--- src/hdl/ray_intersection_setup_unit_assert.svh ---
// Assertion macros shared by the ray setup unit.
`ifndef RAY_INTERSECTION_SETUP_UNIT_ASSERT_SVH
`define RAY_INTERSECTION_SETUP_UNIT_ASSERT_SVH

// Same-cycle implication, checked outside reset.
`define RISU_ASSERT_IMPLY(lbl, ck, rn, ante, cons) \
    lbl: assert property (@(posedge ck) disable iff (!(rn)) (ante) |-> (cons)) \
        else $error("ray setup assertion failed");

// Next-cycle implication, checked outside reset.
`define RISU_ASSERT_NEXT(lbl, ck, rn, ante, cons) \
    lbl: assert property (@(posedge ck) disable iff (!(rn)) (ante) |=> (cons)) \
        else $error("ray setup assertion failed");

`endif

--- src/hdl/risu_pkg.sv ---
package risu_pkg;

    typedef logic [1:0] axis_t;
    localparam axis_t AXIS_X = 2'd0;
    localparam axis_t AXIS_Y = 2'd1;
    localparam axis_t AXIS_Z = 2'd2;

    localparam logic [31:0] SIGN_BIT  = 32'h8000_0000;
    localparam logic [31:0] EXP_ALL   = 32'h7F80_0000;
    localparam logic [31:0] NAN_CANON = 32'h7FC0_0000;
    localparam logic [31:0] ONE_F     = 32'h3F80_0000;
    localparam logic [31:0] CLAMP_EPS = 32'h3727_C5AC;  // 1e-5 in single precision

    localparam logic signed [9:0] EXP_BIAS = 10'sd127;

    // Divider: restoring, two quotient bits per pipeline stage.
    localparam int QUO_BITS       = 28;
    localparam int BITS_PER_STAGE = 2;
    localparam int DIV_STAGES     = QUO_BITS / BITS_PER_STAGE;
    localparam int DIV_LAT        = DIV_STAGES + 3;
    localparam int MUL_LAT        = 4;
    localparam int PIPE_LAT       = 1 + DIV_LAT + MUL_LAT;

    localparam int FIFO_DEPTH = 2;
    localparam int FIFO_AW    = $clog2(FIFO_DEPTH);
    localparam int FIFO_CW    = $clog2(FIFO_DEPTH + 1);

    typedef enum logic [1:0] {
        FC_NUM,
        FC_ZERO,
        FC_INF,
        FC_NAN
    } fcls_t;

    // Unpacked operand: mantissa normalized with its leading one at bit 23.
    typedef struct packed {
        logic               sign;
        fcls_t              cls;
        logic signed [9:0]  exp;
        logic [23:0]        mant;
    } funp_t;

    // Value ahead of rounding: biased exponent, normalized mantissa, guard, sticky.
    typedef struct packed {
        logic               sign;
        fcls_t              cls;
        logic signed [9:0]  exp;
        logic [23:0]        mant;
        logic               grd;
        logic               stk;
    } fpre_t;

    typedef struct packed {
        logic [31:0] dir_x;
        logic [31:0] dir_y;
        logic [31:0] dir_z;
        logic [31:0] org_x;
        logic [31:0] org_y;
        logic [31:0] org_z;
    } ray_t;

    typedef struct packed {
        axis_t       axis_local_x;
        axis_t       axis_major;
        axis_t       axis_local_z;
        logic [31:0] shear_x;
        logic [31:0] shear_y;
        logic [31:0] shear_z;
        logic [31:0] inv_dir_x;
        logic [31:0] inv_dir_y;
        logic [31:0] inv_dir_z;
        logic [31:0] slab_off_x;
        logic [31:0] slab_off_y;
        logic [31:0] slab_off_z;
    } res_t;

    function automatic axis_t axis_next(input axis_t a);
        axis_t n;
        case (a)
            AXIS_X:  n = AXIS_Y;
            AXIS_Y:  n = AXIS_Z;
            default: n = AXIS_X;
        endcase
        return n;
    endfunction

    function automatic logic [4:0] lzc24(input logic [23:0] m);
        logic [4:0] lz;
        lz = 5'd24;
        for (int i = 0; i < 24; i++) begin
            if (m[i]) lz = 5'(23 - i);
        end
        return lz;
    endfunction

    function automatic funp_t f_unpack(input logic [31:0] v);
        funp_t      u;
        logic [23:0] m;
        logic [4:0]  lz;
        u.sign = v[31];
        m      = {1'b0, v[22:0]};
        lz     = lzc24(m);
        if (v[30:23] == 8'hFF) begin
            u.cls = (v[22:0] != 23'd0) ? FC_NAN : FC_INF;
        end else if (v[30:0] == 31'd0) begin
            u.cls = FC_ZERO;
        end else begin
            u.cls = FC_NUM;
        end
        if (v[30:23] == 8'd0) begin
            u.mant = m << lz;
            u.exp  = 10'sd1 - $signed({5'b0, lz});
        end else begin
            u.mant = {1'b1, v[22:0]};
            u.exp  = $signed({2'b0, v[30:23]});
        end
        return u;
    endfunction

endpackage

--- src/hdl/risu_fround.sv ---
// Two-stage rounding: denormalizing shift, then round to nearest even and pack.
module risu_fround import risu_pkg::*;
(
    input  logic        clk,
    input  logic        en,
    input  fpre_t       pre,
    output logic [31:0] result
);

    logic              sign_reg;
    fcls_t             cls_reg;
    logic              ovf_reg;
    logic [7:0]        expf_reg;
    logic [22:0]       frac_reg;
    logic              grd_reg;
    logic              stk_reg;
    logic [31:0]       result_reg;

    logic              ovf_next;
    logic [7:0]        expf_next;
    logic [22:0]       frac_next;
    logic              grd_next;
    logic              stk_next;
    logic [31:0]       result_next;

    logic signed [9:0] ushift;
    logic [4:0]        sh;
    logic [51:0]       wide;
    logic              inc;
    logic [30:0]       sum;

    always_comb
    begin
        ovf_next = (pre.exp > 10'sd254);
        ushift   = 10'sd1 - pre.exp;
        if (pre.exp > 10'sd0)
        begin
            sh        = 5'd0;
            expf_next = pre.exp[7:0];
        end
        else
        begin
            sh        = (ushift > 10'sd31) ? 5'd31 : ushift[4:0];
            expf_next = 8'd0;
        end
        wide      = {pre.mant, pre.grd, pre.stk, 26'b0} >> sh;
        frac_next = wide[50:28];
        grd_next  = wide[27];
        stk_next  = |wide[26:0];
    end

    always_ff @(posedge clk)
    begin
        if (en)
        begin
            sign_reg <= pre.sign;
            cls_reg  <= pre.cls;
            ovf_reg  <= ovf_next;
            expf_reg <= expf_next;
            frac_reg <= frac_next;
            grd_reg  <= grd_next;
            stk_reg  <= stk_next;
        end
    end

    always_comb
    begin
        inc = grd_reg & (stk_reg | frac_reg[0]);
        sum = {expf_reg, frac_reg} + {30'b0, inc};
        case (cls_reg)
            FC_NAN:  result_next = NAN_CANON;
            FC_INF:  result_next = {sign_reg, EXP_ALL[30:0]};
            FC_ZERO: result_next = {sign_reg, 31'b0};
            default:
            begin
                if (ovf_reg || sum[30:23] == 8'hFF)
                    result_next = {sign_reg, EXP_ALL[30:0]};
                else
                    result_next = {sign_reg, sum};
            end
        endcase
    end

    always_ff @(posedge clk)
    begin
        if (en)
            result_reg <= result_next;
    end

    assign result = result_reg;

endmodule

--- src/hdl/risu_fdiv.sv ---
// Pipelined single-precision divider: unpack, restoring quotient stages, round.
module risu_fdiv import risu_pkg::*;
(
    input  logic        clk,
    input  logic        en,
    input  logic [31:0] num,
    input  logic [31:0] den,
    output logic [31:0] quo
);

    typedef struct packed {
        logic                  sign;
        fcls_t                 cls;
        logic signed [9:0]     exp;
        logic [24:0]           rem;
        logic [23:0]           dm;
        logic [QUO_BITS-1:0]   q;
    } dstage_t;

    funp_t   ua;
    funp_t   ub;
    dstage_t st_next [DIV_STAGES+1];
    dstage_t st_reg  [DIV_STAGES+1];
    dstage_t fin;
    fpre_t   pre;

    always_comb
    begin
        logic [24:0]         r;
        logic [25:0]         diff;
        logic [QUO_BITS-1:0] qb;
        ua = f_unpack(num);
        ub = f_unpack(den);
        st_next[0].sign = ua.sign ^ ub.sign;
        if (ua.cls == FC_NAN || ub.cls == FC_NAN ||
            (ua.cls == FC_INF && ub.cls == FC_INF) ||
            (ua.cls == FC_ZERO && ub.cls == FC_ZERO))
            st_next[0].cls = FC_NAN;
        else if (ua.cls == FC_INF || ub.cls == FC_ZERO)
            st_next[0].cls = FC_INF;
        else if (ua.cls == FC_ZERO || ub.cls == FC_INF)
            st_next[0].cls = FC_ZERO;
        else
            st_next[0].cls = FC_NUM;
        st_next[0].exp = ua.exp - ub.exp + EXP_BIAS;
        st_next[0].rem = {1'b0, ua.mant};
        st_next[0].dm  = ub.mant;
        st_next[0].q   = '0;

        // Each stage retires its quotient bits from the previous stage's remainder.
        for (int k = 1; k <= DIV_STAGES; k++)
        begin
            st_next[k] = st_reg[k-1];
            r  = st_reg[k-1].rem;
            qb = st_reg[k-1].q;
            for (int b = 0; b < BITS_PER_STAGE; b++)
            begin
                diff = {1'b0, r} - {2'b0, st_reg[k-1].dm};
                qb   = {qb[QUO_BITS-2:0], ~diff[25]};
                if (!diff[25])
                    r = {diff[23:0], 1'b0};
                else
                    r = {r[23:0], 1'b0};
            end
            st_next[k].rem = r;
            st_next[k].q   = qb;
        end
    end

    always_ff @(posedge clk)
    begin
        if (en)
            st_reg <= st_next;
    end

    always_comb
    begin
        fin      = st_reg[DIV_STAGES];
        pre.sign = fin.sign;
        pre.cls  = fin.cls;
        if (fin.q[QUO_BITS-1])
        begin
            pre.exp  = fin.exp;
            pre.mant = fin.q[QUO_BITS-1:QUO_BITS-24];
            pre.grd  = fin.q[QUO_BITS-25];
            pre.stk  = (|fin.q[QUO_BITS-26:0]) | (|fin.rem);
        end
        else
        begin
            pre.exp  = fin.exp - 10'sd1;
            pre.mant = fin.q[QUO_BITS-2:QUO_BITS-25];
            pre.grd  = fin.q[QUO_BITS-26];
            pre.stk  = (|fin.q[QUO_BITS-27:0]) | (|fin.rem);
        end
    end

    risu_fround u_round
    (
        .clk    (clk),
        .en     (en),
        .pre    (pre),
        .result (quo)
    );

endmodule

--- config.mk ---
export PLATFORM = sky130hd
export DESIGN_NAME = risu_fdiv
export DESIGN_NICKNAME = d
export VERILOG_FILES = /design/src/hdl/ray_intersection_setup_unit_assert.svh /design/src/hdl/risu_pkg.sv /design/src/hdl/risu_fround.sv /design/src/hdl/risu_fdiv.sv
export SDC_FILE = /design/constraint.sdc
export NUM_CORES = 2
export LEC_CHECK = 0
export ABC_CLOCK_PERIOD_IN_PS = 7940
export BUFFER_PORTS_ARGS = -buffer_cell sky130_fd_sc_hd__buf_2
export CORE_UTILIZATION = 59
export DETAILED_ROUTE_END_ITERATION = 10
export PLACE_DENSITY_LB_ADDON = 0.15
export SLEW_MARGIN = 40
export SYNTH_ARGS = -nofsm -noshare
export SYNTH_HDL_FRONTEND = slang
export SYNTH_SLANG_ARGS = --single-unit
export TNS_END_PERCENT = 20
--- constraint.sdc ---
create_clock -name clk -period 7.94 [get_ports clk]
set_clock_uncertainty 0.05 [all_clocks]
set_input_delay 1.588 -clock clk [delete_from_list [all_inputs] [get_ports clk]]
set_output_delay 1.588 -clock clk [all_outputs]
set_load 0.005 [all_outputs]
Yosys cells after proc, flatten, opt, wreduce, memory -nomap -nowiden
Index checks and enable logic that the tools add are counted.

word-level totals
  bits of input ports = 66
  flip-flop bits (word level) = 1184
  output and inout port bits = 32
  word-level logic and storage cells = 293

operators by class
  eq/ne operators = 12
  reductions and logical operators = 19
  add/sub/neg operators = 35
  shift-type cells = 3
  mux-type cells = 89
  $lt $le $gt $ge = 3
  bitwise gates (word level) = 33

operators by type and width
  kind                                                 count
  subtractor 25 x 24 -> 26 bit                         27
  2-to-1 mux 25 bit                                    28
  2-to-1 mux 5 bit                                     46
  case mux 32 bit (3 select lines)                     1
  2-to-1 mux 34 bit                                    2
  zero test 31 bit                                     2
  >> shifter 52 x 5 -> 51 bit                          1
  left shift 23 x 5 -> 24 bit                          2
  nonzero test 23 bit                                  2
  2-to-1 mux 36 bit                                    1
  adder 31 x 1 -> 31 bit                               1
  2-to-1 mux 31 bit                                    1
  inverter 1 bit                                       28
  OR reduction 27 bit                                  1
  OR reduction 25 bit                                  1
  subtractor 24 x 24 -> 25 bit                         1
  == test 8 bit, second input constant                 3
  zero test 8 bit                                      2
  == test 2 bit, second input constant                 6
  subtractor 1 x 5 -> 6 bit, first input constant      2
  adder 10 x 8 -> 10 bit, second input constant        1
  > comparator 10 x 1 -> 1 bit, second input constant  1
  > comparator 10 x 6 -> 1 bit, second input constant  1
  > comparator 10 x 9 -> 1 bit, second input constant  1
  14 further kinds                                     32

Longest topological paths before layout
  depth in word-level cells = 27
  gate-level depth with buffers = 35
  gate-level depth less buffers = 31

Hierarchy
Synthesis repeated with hierarchy kept, for this count alone.

second synthesis, totals
  cell total of the unflattened synthesis = 7681
  area, all modules = 80906.3 um^2

by module, submodules not included
  module       seq. area each (um^2)  times used  cells each  area each (um^2)
  risu_fdiv    33061.7                1           7094        75626.3
  risu_fround  2072.0                 1           587         5280.1

Least setup slack after synthesis
OpenSTA, ideal clock, no wires.

  path kind = register to register
  from = register st_reg (netlist bit st_next[1198])
  to = register st_reg[1231] (netlist bit), data pin
  path buffers = 4
  stages on the path, launching flop included = 34
  data required time = 7.630 ns
  period minus slack after synthesis = 7.630 ns
  slack = 0.310 ns
  setup time = 0.260 ns
  data arrival time = 7.320 ns
  cells stage by stage = edfxtp_1 > ha_1 > inv_1 > fa_1 > a21o_1 > a21oi_1 > o211a_1 > nor3_1 > a2111oi_0 > nor3_1 > o31ai_1 > nand2b_1 > a41oi_1 > o21ai_1 > clkbuf_1 > clkbuf_1 > o21ai_0 > inv_1 > ha_1 > nor2b_1 > o21ai_0 > a21oi_1 > o211ai_1 > a31o_2 > or3b_2 > a31oi_1 > o21a_1 > o21a_1 > o31a_1 > o31a_1 > or3_1 > clkbuf_1 > clkbuf_1 > mux2_2

RTL lines
  what                      RTL line         source
  start: declaration        risu_fdiv.sv:23  dstage_t st_reg [DIV_STAGES+1];
  start signal: assignment  risu_fdiv.sv:73  st_reg <= st_next;

==> impl_metrics.toml <==
[grt]
grt_start_max_net_pins = 172
use_met3 = 0.0374
grt_use_total = 0.270
grt_overflow_total = 0
first_global_vias = 55150
top_usage_layer = "met2"
use_met1 = 0.349
grt_use_met2 = 0.465
grt_pass1_wl_um = 290000
antenna_found_initial = 3

[run]
maxCapViolCount = 0

[worst_setup_path]
critical_path.max_fanout = 39
slowest_delay_ps = 610
cpMostUsedCell = "o21ai_0"
crit_type = "flop to flop"
worstPathArrival_ps = 8000
required_ps = 8420
r2r_cells = 28
cp-end-kind = "flop"
critPathLaunchType = "flop"
slowest_stage = "o31ai_1"

[synthesis]
synthTopCellsByArea = "edfxtp_1, ha_1, mux2_2"
synth-seq-area-share = 0.449
syn-num-nets = 8171
yosysWarnings = 0
syn_inst = 7420
synth_cell_type_count = 94
synth.avg_cell_area_um2 = 10.5
synth_edf_count = 1170
synthArstFlopShare = 0
synth-seq-cells = 1170
synth.cell_area_um2 = 78200
synth_top_area_frac = 0.449
ys.flop_type = "edfxtp_1"
synth_top_cell_by_area = "edfxtp_1"

[placement]
hpwlAfterDp_um = 140000
gp_congestion = 0.936
port-buffer-count = 97

[finish]
final_cell_mix = "edfxtp_1, ha_1, nor2_1"
nFillCells = 10425
largest_register_ffs = 700
area_delta_synth_final_pct = 9.64
drive_above_1_share = 0.116
multi_input_area_um2 = 40500
diodes = 0
regArea_um2 = 35100
final_common_cell = "edfxtp_1"
fin_nets = 8347

[floorplan]
rows = 133
initial_core_util = 0.595
coreArea_um2 = 131000
pin_count = 98
die_x_um = 366
die_area_um2 = 134000
die_h_um = 366

[sta]
slew_violations = 0
slew-limit-headroom = 0.424
fmax_mhz = 133
finalHoldViolCount = 0
min_period_ps = 7510
rsz0062_at_grt = "false"
max_slew.worst_pin.slew_ps = 858
setup_tns_ps = 0
setup_viol = 0
fin_crit_sh = 0.946

[clock_network]
root_buffer = "clkbuf_16"
cts_tree = "yes"
clk_latency_ps = 790
cts_buffers = 130
clk_pin_slew_worst_paths_ps = 60
clock_sinks = 1170
cts_buffer_depth = 3
cts_hold_buffers = 0
h-tree-depth = 4

[detailed_routing]
firstDrtPassIters = 6
wl_per_cell_um = 19.4
wl_um = 184000
antenna_left = 0
post_drt_via_cell_ratio = 5.98
vias = 56493
drc_errors = 0
drtIter0Drc = 4043

[min_path]
hold_depth = 0
min_path_type = "flop to flop"

[run_status]
status = "completed"
metal layers:
| layer | share of wire | up-vias |
|---|---|---|
| li1 | - | 27858 |
| met5 | 0 | - |
| met2 | 0.49 | 1369 |
| met3 | 0.048 | 340 |
| met4 | 0.031 | 0 |
| met1 | 0.43 | 26926 |
final timing paths:
check / startpoint / end / slack, ps
setup reg to reg: st_next[119] / st_reg[156] / 430
hold reg to reg: st_next[357] / st_next[267] / 350
hold / removal: st_next[357] / st_next[267] / 350
setup / recovery: st_next[119] / st_reg[156] / 430
cell type report:
cell class / count / share of cell area
multi-input combinational: 5547 / 0.473
sequential: 1170 / 0.410
clock buffer: 154 / 0.0395
tap: 1755 / 0.0256
inverter: 549 / 0.0240
timing repair buffer: 198 / 0.0177
clock inverter: 80 / 0.0101
critical path, delay by kind of cell, from the launching register on:
kind,cells,cell delay (ps)
AOI/OAI and AO/OA,19,4390
adders and majority gates,2,620
buffers and inverters,4,840
DFF,1,460
muxes,2,750
and+or+nand+nor,1,110
synth_stat cells, types with 17 or more instances:
cell type / count
nor2_1: 650
and3_1: 64
and2_1: 45
a211oi_1: 51
mux2_2: 393
nor3_1: 153
edfxtp_1: 1170
nand2b_1: 92
nand2_1: 427
xnor2_1: 417
ha_1: 669
a41oi_1: 17
or2_2: 47
or3_1: 56
o21ai_0: 371
a21boi_0: 22
nand3_1: 110
a21o_1: 218
nand4_1: 37
o21a_1: 102
o31ai_1: 41
a221oi_1: 17
o21bai_1: 85
o221ai_1: 22
clkbuf_1: 125
a31oi_1: 70
o211ai_1: 29
nor4_1: 30
o31a_1: 17
o41ai_1: 21
inv_1: 545
nor2b_1: 88
xor2_1: 165
o22ai_1: 23
a21oi_1: 608
mux2i_1: 132
buf_1: 19
cell families (layout without fill, tap and decap cells):
| family | count (synthesis) | after routing | share of synthesized area |
|---|---|---|---|
| AO/OA/AOI/OAI | 1894 | 1894 | 0.154 |
| AND/OR/NAND/NOR | 1845 | 1845 | 0.110 |
| flip-flops | 1170 | 1170 | 0.449 |
| buffers and inverters | 703 | 981 | 0.0340 |
| adder cells (fa/ha/maj) | 685 | 685 | 0.111 |
| XOR/XNOR | 582 | 582 | 0.0652 |
| multiplexers | 541 | 541 | 0.0758 |
per-stage QoR:
step	cells	util	setup WS, ps	area (um^2)	hold WS (ps)
4_1_cts	9451	0.651	205	85600	352
2_1_floorplan	7420	-	310	78200	350
3_3_place_gp	9214	0.618	316	81200	350
6_report	9453	0.652	426	85700	354
5_1_grt	9453	0.652	31.2	85700	353
3_5_place_dp	9217	0.619	252	81300	355
repair_timing:
| item | 4_1_cts | 5_1_grt |
|---|---|---|
| gates resized for setup | 0 | 16 |
| setup buffers | 0 | 0 |
| setup endpoints to repair | 0 | 122 |
Power is not shown: default switching activity piles up to over one toggle a cycle in this logic, so the estimate is an artifact.
