**config.mk**
```make
export PLATFORM = sky130hd
export DESIGN_NAME = risu_fmul
export DESIGN_NICKNAME = d
export VERILOG_FILES = /design/src/hdl/ray_intersection_setup_unit_assert.svh /design/src/hdl/risu_pkg.sv /design/src/hdl/risu_fround.sv /design/src/hdl/risu_fmul.sv
export SDC_FILE = /design/constraint.sdc
export NUM_CORES = 2
export LEC_CHECK = 0
export BUFFER_PORTS_ARGS = -buffer_cell sky130_fd_sc_hd__buf_2
export CORE_ASPECT_RATIO = 1.4
export CORE_MARGIN = 3
export CORE_UTILIZATION = 40
export DETAILED_ROUTE_END_ITERATION = 16
export MAX_ROUTING_LAYER = met4
export PLACE_DENSITY = 0.53
export SLEW_MARGIN = 10
export SYNTH_ARGS = -nofsm -noshare
export SYNTH_HDL_FRONTEND = slang
export SYNTH_SLANG_ARGS = --single-unit
```
**constraint.sdc**
```tcl
create_clock -name clk -period 6.9 [get_ports clk]
set_input_delay 2.07 -clock clk [delete_from_list [all_inputs] [get_ports clk]]
set_output_delay 2.07 -clock clk [all_outputs]
set_load 0.01 [all_outputs]
```
**src/hdl/ray_intersection_setup_unit_assert.svh**
```systemverilog
// Assertion macros shared by the ray setup unit.
`ifndef RAY_INTERSECTION_SETUP_UNIT_ASSERT_SVH
`define RAY_INTERSECTION_SETUP_UNIT_ASSERT_SVH

// Same-cycle implication, checked outside reset.
`define RISU_ASSERT_IMPLY(lbl, ck, rn, ante, cons) \
    lbl: assert property (@(posedge ck) disable iff (!(rn)) (ante) |-> (cons)) \
        else $error("ray setup assertion failed");

// Next-cycle implication, checked outside reset.
`define RISU_ASSERT_NEXT(lbl, ck, rn, ante, cons) \
    lbl: assert property (@(posedge ck) disable iff (!(rn)) (ante) |=> (cons)) \
        else $error("ray setup assertion failed");

`endif

```
**src/hdl/risu_pkg.sv**
```systemverilog
package risu_pkg;

    typedef logic [1:0] axis_t;
    localparam axis_t AXIS_X = 2'd0;
    localparam axis_t AXIS_Y = 2'd1;
    localparam axis_t AXIS_Z = 2'd2;

    localparam logic [31:0] SIGN_BIT  = 32'h8000_0000;
    localparam logic [31:0] EXP_ALL   = 32'h7F80_0000;
    localparam logic [31:0] NAN_CANON = 32'h7FC0_0000;
    localparam logic [31:0] ONE_F     = 32'h3F80_0000;
    localparam logic [31:0] CLAMP_EPS = 32'h3727_C5AC;  // 1e-5 in single precision

    localparam logic signed [9:0] EXP_BIAS = 10'sd127;

    // Divider: restoring, two quotient bits per pipeline stage.
    localparam int QUO_BITS       = 28;
    localparam int BITS_PER_STAGE = 2;
    localparam int DIV_STAGES     = QUO_BITS / BITS_PER_STAGE;
    localparam int DIV_LAT        = DIV_STAGES + 3;
    localparam int MUL_LAT        = 4;
    localparam int PIPE_LAT       = 1 + DIV_LAT + MUL_LAT;

    localparam int FIFO_DEPTH = 2;
    localparam int FIFO_AW    = $clog2(FIFO_DEPTH);
    localparam int FIFO_CW    = $clog2(FIFO_DEPTH + 1);

    typedef enum logic [1:0] {
        FC_NUM,
        FC_ZERO,
        FC_INF,
        FC_NAN
    } fcls_t;

    // Unpacked operand: mantissa normalized with its leading one at bit 23.
    typedef struct packed {
        logic               sign;
        fcls_t              cls;
        logic signed [9:0]  exp;
        logic [23:0]        mant;
    } funp_t;

    // Value ahead of rounding: biased exponent, normalized mantissa, guard, sticky.
    typedef struct packed {
        logic               sign;
        fcls_t              cls;
        logic signed [9:0]  exp;
        logic [23:0]        mant;
        logic               grd;
        logic               stk;
    } fpre_t;

    typedef struct packed {
        logic [31:0] dir_x;
        logic [31:0] dir_y;
        logic [31:0] dir_z;
        logic [31:0] org_x;
        logic [31:0] org_y;
        logic [31:0] org_z;
    } ray_t;

    typedef struct packed {
        axis_t       axis_local_x;
        axis_t       axis_major;
        axis_t       axis_local_z;
        logic [31:0] shear_x;
        logic [31:0] shear_y;
        logic [31:0] shear_z;
        logic [31:0] inv_dir_x;
        logic [31:0] inv_dir_y;
        logic [31:0] inv_dir_z;
        logic [31:0] slab_off_x;
        logic [31:0] slab_off_y;
        logic [31:0] slab_off_z;
    } res_t;

    function automatic axis_t axis_next(input axis_t a);
        axis_t n;
        case (a)
            AXIS_X:  n = AXIS_Y;
            AXIS_Y:  n = AXIS_Z;
            default: n = AXIS_X;
        endcase
        return n;
    endfunction

    function automatic logic [4:0] lzc24(input logic [23:0] m);
        logic [4:0] lz;
        lz = 5'd24;
        for (int i = 0; i < 24; i++) begin
            if (m[i]) lz = 5'(23 - i);
        end
        return lz;
    endfunction

    function automatic funp_t f_unpack(input logic [31:0] v);
        funp_t      u;
        logic [23:0] m;
        logic [4:0]  lz;
        u.sign = v[31];
        m      = {1'b0, v[22:0]};
        lz     = lzc24(m);
        if (v[30:23] == 8'hFF) begin
            u.cls = (v[22:0] != 23'd0) ? FC_NAN : FC_INF;
        end else if (v[30:0] == 31'd0) begin
            u.cls = FC_ZERO;
        end else begin
            u.cls = FC_NUM;
        end
        if (v[30:23] == 8'd0) begin
            u.mant = m << lz;
            u.exp  = 10'sd1 - $signed({5'b0, lz});
        end else begin
            u.mant = {1'b1, v[22:0]};
            u.exp  = $signed({2'b0, v[30:23]});
        end
        return u;
    endfunction

endpackage

```
**src/hdl/risu_fround.sv**
```systemverilog
// Two-stage rounding: denormalizing shift, then round to nearest even and pack.
module risu_fround import risu_pkg::*;
(
    input  logic        clk,
    input  logic        en,
    input  fpre_t       pre,
    output logic [31:0] result
);

    logic              sign_reg;
    fcls_t             cls_reg;
    logic              ovf_reg;
    logic [7:0]        expf_reg;
    logic [22:0]       frac_reg;
    logic              grd_reg;
    logic              stk_reg;
    logic [31:0]       result_reg;

    logic              ovf_next;
    logic [7:0]        expf_next;
    logic [22:0]       frac_next;
    logic              grd_next;
    logic              stk_next;
    logic [31:0]       result_next;

    logic signed [9:0] ushift;
    logic [4:0]        sh;
    logic [51:0]       wide;
    logic              inc;
    logic [30:0]       sum;

    always_comb
    begin
        ovf_next = (pre.exp > 10'sd254);
        ushift   = 10'sd1 - pre.exp;
        if (pre.exp > 10'sd0)
        begin
            sh        = 5'd0;
            expf_next = pre.exp[7:0];
        end
        else
        begin
            sh        = (ushift > 10'sd31) ? 5'd31 : ushift[4:0];
            expf_next = 8'd0;
        end
        wide      = {pre.mant, pre.grd, pre.stk, 26'b0} >> sh;
        frac_next = wide[50:28];
        grd_next  = wide[27];
        stk_next  = |wide[26:0];
    end

    always_ff @(posedge clk)
    begin
        if (en)
        begin
            sign_reg <= pre.sign;
            cls_reg  <= pre.cls;
            ovf_reg  <= ovf_next;
            expf_reg <= expf_next;
            frac_reg <= frac_next;
            grd_reg  <= grd_next;
            stk_reg  <= stk_next;
        end
    end

    always_comb
    begin
        inc = grd_reg & (stk_reg | frac_reg[0]);
        sum = {expf_reg, frac_reg} + {30'b0, inc};
        case (cls_reg)
            FC_NAN:  result_next = NAN_CANON;
            FC_INF:  result_next = {sign_reg, EXP_ALL[30:0]};
            FC_ZERO: result_next = {sign_reg, 31'b0};
            default:
            begin
                if (ovf_reg || sum[30:23] == 8'hFF)
                    result_next = {sign_reg, EXP_ALL[30:0]};
                else
                    result_next = {sign_reg, sum};
            end
        endcase
    end

    always_ff @(posedge clk)
    begin
        if (en)
            result_reg <= result_next;
    end

    assign result = result_reg;

endmodule

```
**src/hdl/risu_fmul.sv**
```systemverilog
// Pipelined single-precision multiplier: unpack, 24x24 product, round.
module risu_fmul import risu_pkg::*;
(
    input  logic        clk,
    input  logic        en,
    input  logic [31:0] a,
    input  logic [31:0] b,
    output logic [31:0] prod
);

    funp_t             ua;
    funp_t             ub;
    logic              sign0_reg;
    fcls_t             cls0_reg;
    logic signed [9:0] exp0_reg;
    logic [23:0]       ma_reg;
    logic [23:0]       mb_reg;
    fcls_t             cls0_next;
    logic signed [9:0] exp0_next;

    logic              sign1_reg;
    fcls_t             cls1_reg;
    logic signed [9:0] exp1_reg;
    logic [47:0]       p_reg;
    logic [47:0]       p_next;
    fpre_t             pre;

    always_comb
    begin
        ua = f_unpack(a);
        ub = f_unpack(b);
        if (ua.cls == FC_NAN || ub.cls == FC_NAN ||
            (ua.cls == FC_INF && ub.cls == FC_ZERO) ||
            (ua.cls == FC_ZERO && ub.cls == FC_INF))
            cls0_next = FC_NAN;
        else if (ua.cls == FC_INF || ub.cls == FC_INF)
            cls0_next = FC_INF;
        else if (ua.cls == FC_ZERO || ub.cls == FC_ZERO)
            cls0_next = FC_ZERO;
        else
            cls0_next = FC_NUM;
        exp0_next = ua.exp + ub.exp - EXP_BIAS;
    end

    always_ff @(posedge clk)
    begin
        if (en)
        begin
            sign0_reg <= ua.sign ^ ub.sign;
            cls0_reg  <= cls0_next;
            exp0_reg  <= exp0_next;
            ma_reg    <= ua.mant;
            mb_reg    <= ub.mant;
        end
    end

    assign p_next = {24'b0, ma_reg} * {24'b0, mb_reg};

    always_ff @(posedge clk)
    begin
        if (en)
        begin
            sign1_reg <= sign0_reg;
            cls1_reg  <= cls0_reg;
            exp1_reg  <= exp0_reg;
            p_reg     <= p_next;
        end
    end

    always_comb
    begin
        pre.sign = sign1_reg;
        pre.cls  = cls1_reg;
        if (p_reg[47])
        begin
            pre.exp  = exp1_reg + 10'sd1;
            pre.mant = p_reg[47:24];
            pre.grd  = p_reg[23];
            pre.stk  = |p_reg[22:0];
        end
        else
        begin
            pre.exp  = exp1_reg;
            pre.mant = p_reg[46:23];
            pre.grd  = p_reg[22];
            pre.stk  = |p_reg[21:0];
        end
    end

    risu_fround u_round
    (
        .clk    (clk),
        .en     (en),
        .pre    (pre),
        .result (prod)
    );

endmodule

```
### Word level (Yosys, flattened, before mapping)

Index checks and enable logic that the tools add are counted.

| storage, ports and cells | value |
|---|---|
| register bits after elaboration | 191 |
| logic and storage cells | 128 |

| operators by class | value |
|---|---|
| $lt $le $gt $ge | 3 |
| multiply operators | 1 |
| shifts and indexed selects | 3 |
| bitwise operators | 3 |
| $add $sub $neg | 7 |
| multiplexer cells | 61 |
| reductions and logical operators | 18 |
| eq/ne operators | 12 |

Operators by type and width:

| kind | count |
|---|---|
| $mux W5 | 46 |
| $pmux W32 S3 | 1 |
| $mux W34 | 2 |
| $logic_not A31 Y1 | 2 |
| $shr A52 B5 Y51 | 1 |
| $mul A24 B24 Y48 | 1 |
| $shl A23 B5 Y24 | 2 |
| $reduce_bool A23 Y1 | 2 |
| $mux W36 | 1 |
| $add A31 B1 Y31 | 1 |
| $mux W31 | 1 |
| $reduce_or A27 Y1 | 1 |
| $eq A8 B8 Y1 const B | 3 |
| $reduce_or A23 Y1 | 1 |
| $reduce_or A22 Y1 | 1 |
| $logic_not A8 Y1 | 2 |
| $eq A2 B2 Y1 const B | 6 |
| $sub A1 B5 Y6 const A | 2 |
| $add A10 B10 Y10 | 1 |
| $add A10 B2 Y10 const B | 1 |
| $gt A10 B1 Y1 const B | 1 |
| $gt A10 B6 Y1 const B | 1 |
| $gt A10 B9 Y1 const B | 1 |
| $sub A10 B8 Y10 const B | 1 |
| 11 further kinds | 26 |

### Depth between registers and ports, before layout

| depth | value |
|---|---|
| depth in word-level cells | 27 |
| depth in mapped cells | 30 |
| gate-level depth less buffers | 29 |

### Modules after synthesis

From an unflattened synthesis, not the netlist that was laid out.

| second synthesis, totals | value |
|---|---|
| cells, all modules | 3534 |
| area, all modules | 32090.8 µm² |

By module, submodules not included:

| module | seq. area each (µm²) | times used | area an instance (µm²) | cells each |
|---|---|---|---|---|
| risu_fmul | 3663.5 | 1 | 26810.7 | 2947 |
| risu_fround | 2072.0 | 1 | 5280.1 | 587 |

### Worst setup path after synthesis

OpenSTA, ideal clock, no wires.

| path | value |
|---|---|
| path type | reg-to-reg |
| start point | reg mb_reg[3] |
| end point | reg p_reg[46], data pin |
| slack | -0.131 ns |
| required time | 6.642 ns |
| cell stages (with the launch flop) | 30 |
| setup time | 0.258 ns |
| arrival time | 6.773 ns |
| path through | edfxtp_1 -> clkbuf_1 -> nand2_1 -> fa_1 -> inv_1 -> fa_1 -> inv_1 -> fa_1 -> inv_1 -> fa_1 -> inv_1 -> fa_1 -> inv_1 -> fa_1 -> inv_1 -> fa_1 -> inv_1 -> ha_1 -> nand2_1 -> a21oi_1 -> nand3_1 -> or3b_2 -> a21oi_1 -> nor3_1 -> o21a_1 -> a21oi_1 -> o21a_1 -> nand2_1 -> o21a_1 -> xnor2_1 |

| between the ends | value |
|---|---|
| cells in the longest elaborated chain, start to end | 1 |

RTL lines:

| item | RTL line | RTL |
|---|---|---|
| start: declaration | risu_fmul.sv:17 | `logic [23:0] mb_reg;` |
| start signal: assignment | risu_fmul.sv:53 | `mb_reg <= ub.mant;` |
| $mul A24 B24 Y48 | risu_fmul.sv:57 | `assign p_next = {24'b0, ma_reg} * {24'b0, mb_reg};` |
| via p_next[46] | risu_fmul.sv:25 | `logic [47:0] p_next;` |
| end signal: assignment | risu_fmul.sv:66 | `p_reg <= p_next;` |
| end: declaration | risu_fmul.sv:24 | `logic [47:0] p_reg;` |

The timed path passes the listed nets, and every way through them passes these cells.
A chain may end at the register's enable or synchronous reset.

### Final worst setup path

| path | value |
|---|---|
| start point | reg ma_reg[13] |
| end point | reg p_reg[46], data pin |

| between the ends | value |
|---|---|
| cells in the longest elaborated chain, start to end | 1 |

RTL lines:

| item | RTL line | RTL |
|---|---|---|
| start: declaration | risu_fmul.sv:16 | `logic [23:0] ma_reg;` |
| start signal: assignment | risu_fmul.sv:52 | `ma_reg <= ua.mant;` |
| $mul A24 B24 Y48 | risu_fmul.sv:57 |  |
| via p_next[46] | risu_fmul.sv:25 |  |

The timed path passes the listed nets, and every way through them passes these cells.

==> reports/qor.yml <==
clock_tree:
  cts_tree: "yes"
  cts_hold_buf: 0
  htree_num_levels: 4
  clock-sinks: 191
  numCtsBuffers: 17
  clk_path_buf_depth: 2
  clk_pin_slew_ps: 90
  clock_latency_ps: 500
  ctsRootBufferMaster: "clkbuf_16"
timing:
  timing.final.ws_setup_ps: -57.4
  rsz0062_at_grt: "true"
  finalMaxSlewViolations: 0
  min_period_over_period: 1.01
  fin_skew_ps: 21.9
  slew-limit-headroom: 0.428
  hold_viol: 0
  worstMarginPinSlew_ps: 859
  setup_viol: 3
  fmax_mhz: 144
  period_minus_slack_ps: 6960
grt:
  grt_pass1_vias: 25900
  grt_usage: 0.227
  grt_overflow: 0
  grt_max_degree: 72
  grt_first_pass_wirelength_um: 143000
  antenna_found_initial: 2
flow_run:
  drv_cap: 0
synth:
  synth_edf_count: 191
  ys_seq_area_frac: 0.181
  synth_area_um2: 31700
  synthArstFlopShare: 0
  netlist_instances: 3393
  yosysTopAreaCell: "fa_1"
  syn_nets: 4140
  synth_ff_type: "edfxtp_1"
  avgSynthCellArea_um2: 9.34
  synthTopCellsByArea: "fa_1, edfxtp_1, ha_1, inv_1, and2_1"
  ys_warn_count: 0
  ys_ff_latch: 191
  synth_top_area_share: 0.305
  synthDistinctLibCells: 89
floorplanning:
  die_w_um: 244
  start_util: 0.406
  fp.dieArea_um2: 82700
  rows: 121
  ios: 98
  core-area_um2: 78100
  chipHeight_um: 339
critical_path:
  worst_ep_arrival_time_ps: 7210
  cpMaxStageDelayCell: "fa_1"
  crit_path_frequent_cell: "inv_2"
  critPathKind: "flip-flop to flip-flop"
  cp.required_ps: 7150
  crit_path_max_fanout: 5
  critPathLaunchType: "flip-flop"
  critPathMaxStageDelay_ps: 550
  cp-end-kind: "flip-flop"
routing:
  routed_via_density: 5.17
  wl_per_cell_um: 19.1
  first_pass_iters: 5
  final_antenna_net_count: 0
  drtIter0Drc: 911
  drc: 0
  num_vias: 24200
  routed_wl_um: 89300
final_layout:
  nNetsFinal: 4375
  diodes: 0
  drive_gt1_frac: 0.166
  fin_area_um2: 36500
  largest_register_ffs: 48
  syn2layout_area_growth_pct: 15.1
placed_design:
  place_area_um2: 35000
  place_congestion: 0.961
  dp.final_hpwl_um: 74100
  portBuffers: 97
status:
  status: "finished with violations"
  violations: "setup timing"
hold_path:
  hp-class: "flip-flop to flip-flop"
-- Yosys cell counts (5+ instances only) --
library cell	count
a2111oi_0	6
a211oi_1	21
a21o_1	38
a21oi_1	106
a221oi_1	10
a22o_1	6
a22oi_1	20
a31oi_1	13
and2_1	309
and3_1	17
buf_1	11
buf_2	13
buf_6	7
clkbuf_1	144
edfxtp_1	191
fa_1	483
ha_1	198
inv_1	599
mux2_2	23
mux2i_1	108
mux4_2	21
nand2_1	424
nand2b_1	10
nand3_1	46
nand4_1	11
nor2_1	148
nor2b_1	13
nor3_1	32
nor4_1	24
o211ai_1	8
o21a_1	14
o21ai_0	70
o21bai_1	25
o221ai_1	7
o22ai_1	5
o31ai_1	8
or2_2	10
or3_1	10
xnor2_1	59
xor2_1	35
-- logic make-up (layout without fill, tap and decap cells) --
| logic type | Yosys count | in the layout | share of synthesized area |
|---|---|---|---|
| muxes | 155 | 155 | 0.0584 |
| DFF | 191 | 191 | 0.181 |
| adders and majority gates | 681 | 681 | 0.383 |
| AOI/OAI and AO/OA | 416 | 416 | 0.0903 |
| xor gates and xnor gates | 94 | 94 | 0.0260 |
| buffers and inverters | 778 | 1026 | 0.0945 |
| and+or+nand+nor | 1078 | 1078 | 0.167 |
-- critical path: cells and delay by family, from the launching register on --
family,cells,cell delay [ps]
buffers and inverters,8,450
AO/OA/AOI/OAI,6,1040
AND/OR/NAND/NOR,6,730
flip-flops,1,540
XOR/XNOR,1,120
adder cells (fa/ha/maj),8,3850
-- cell usage in the layout, fill, tap and decap left out, types with 9 or more instances in the layout --
cell type	count
or2_2	10
mux2_2	23
nand4_1	11
fa_2	24
fa_1	459
a31oi_1	11
ha_1	185
a21oi_1	92
nand2_1	419
nand2b_1	10
buf_2	96
nor2b_1	11
and2_1	303
a22oi_1	20
clkbuf_16	17
buf_12	25
a21o_1	38
nor3_1	30
mux4_2	21
o21bai_1	25
buf_6	20
mux2i_1	108
nor4_1	24
edfxtp_1	191
a221oi_1	9
inv_1	581
nor2_1	143
inv_2	18
and3_1	17
xnor2_1	57
ha_4	13
a21oi_2	14
xor2_1	35
o21ai_0	61
o21a_1	14
nand3_1	45
or3_1	10
a211oi_1	21
buf_4	247
-- per-layer routing --
metal,vias to the layer above,global-route usage,part of all wire
met5,-,-,0
met4,0,0.0991,0.046
met3,166,0.0243,0.035
met2,539,0.418,0.54
met1,12200,0.247,0.38
li1,11400,-,-
-- final cells by class --
type | count | area, um^2
clock inverter | 15 | 198
timing repair buffer | 392 | 3120
inverter | 602 | 2260
multi-input combinational | 2424 | 23400
sequential | 191 | 5740
clock buffer | 17 | 425
fill | 7697 | 41600
tap | 1045 | 1310
-- what timing repair did --
item                                    in CTS  in global routing
endpoints found under the setup margin      12                 17
resized for setup                          120                 22
setup buffers                               33                  4
cloned                                       1                  0
pin swaps                                   92                 30
-- per-stage QoR --
step / setup slack (ps) / std cells / hold WS, ps / util / setup TNS [ps]
2_1_floorplan: -13.5 / 3393 / 400 / - / -24.8
3_3_place_gp: -429 / 4620 / 403 / 0.449 / -2910
3_5_place_dp: -450 / 4620 / 413 / 0.449 / -3430
4_1_cts: -103 / 4684 / 425 / 0.466 / -177
5_1_grt: -325 / 4686 / 455 / 0.467 / -2160
6_report: -57.4 / 4686 / 426 / 0.467 / -90.7
-- path summary, 6_finish.rpt --
path / from / end / slack [ps] / depth (start not counted)
max: ma_reg[13] / p_reg[46] / -60 / 29
min: sign0_reg / sign1_reg / 430 / 0
max reg2reg: ma_reg[13] / p_reg[46] / -60 / 29
min reg2reg: sign0_reg / sign1_reg / 430 / 0
Power is left out: the tool's default activity adds up to more than one toggle a clock period on the data nets, which glitch-free logic cannot reach.
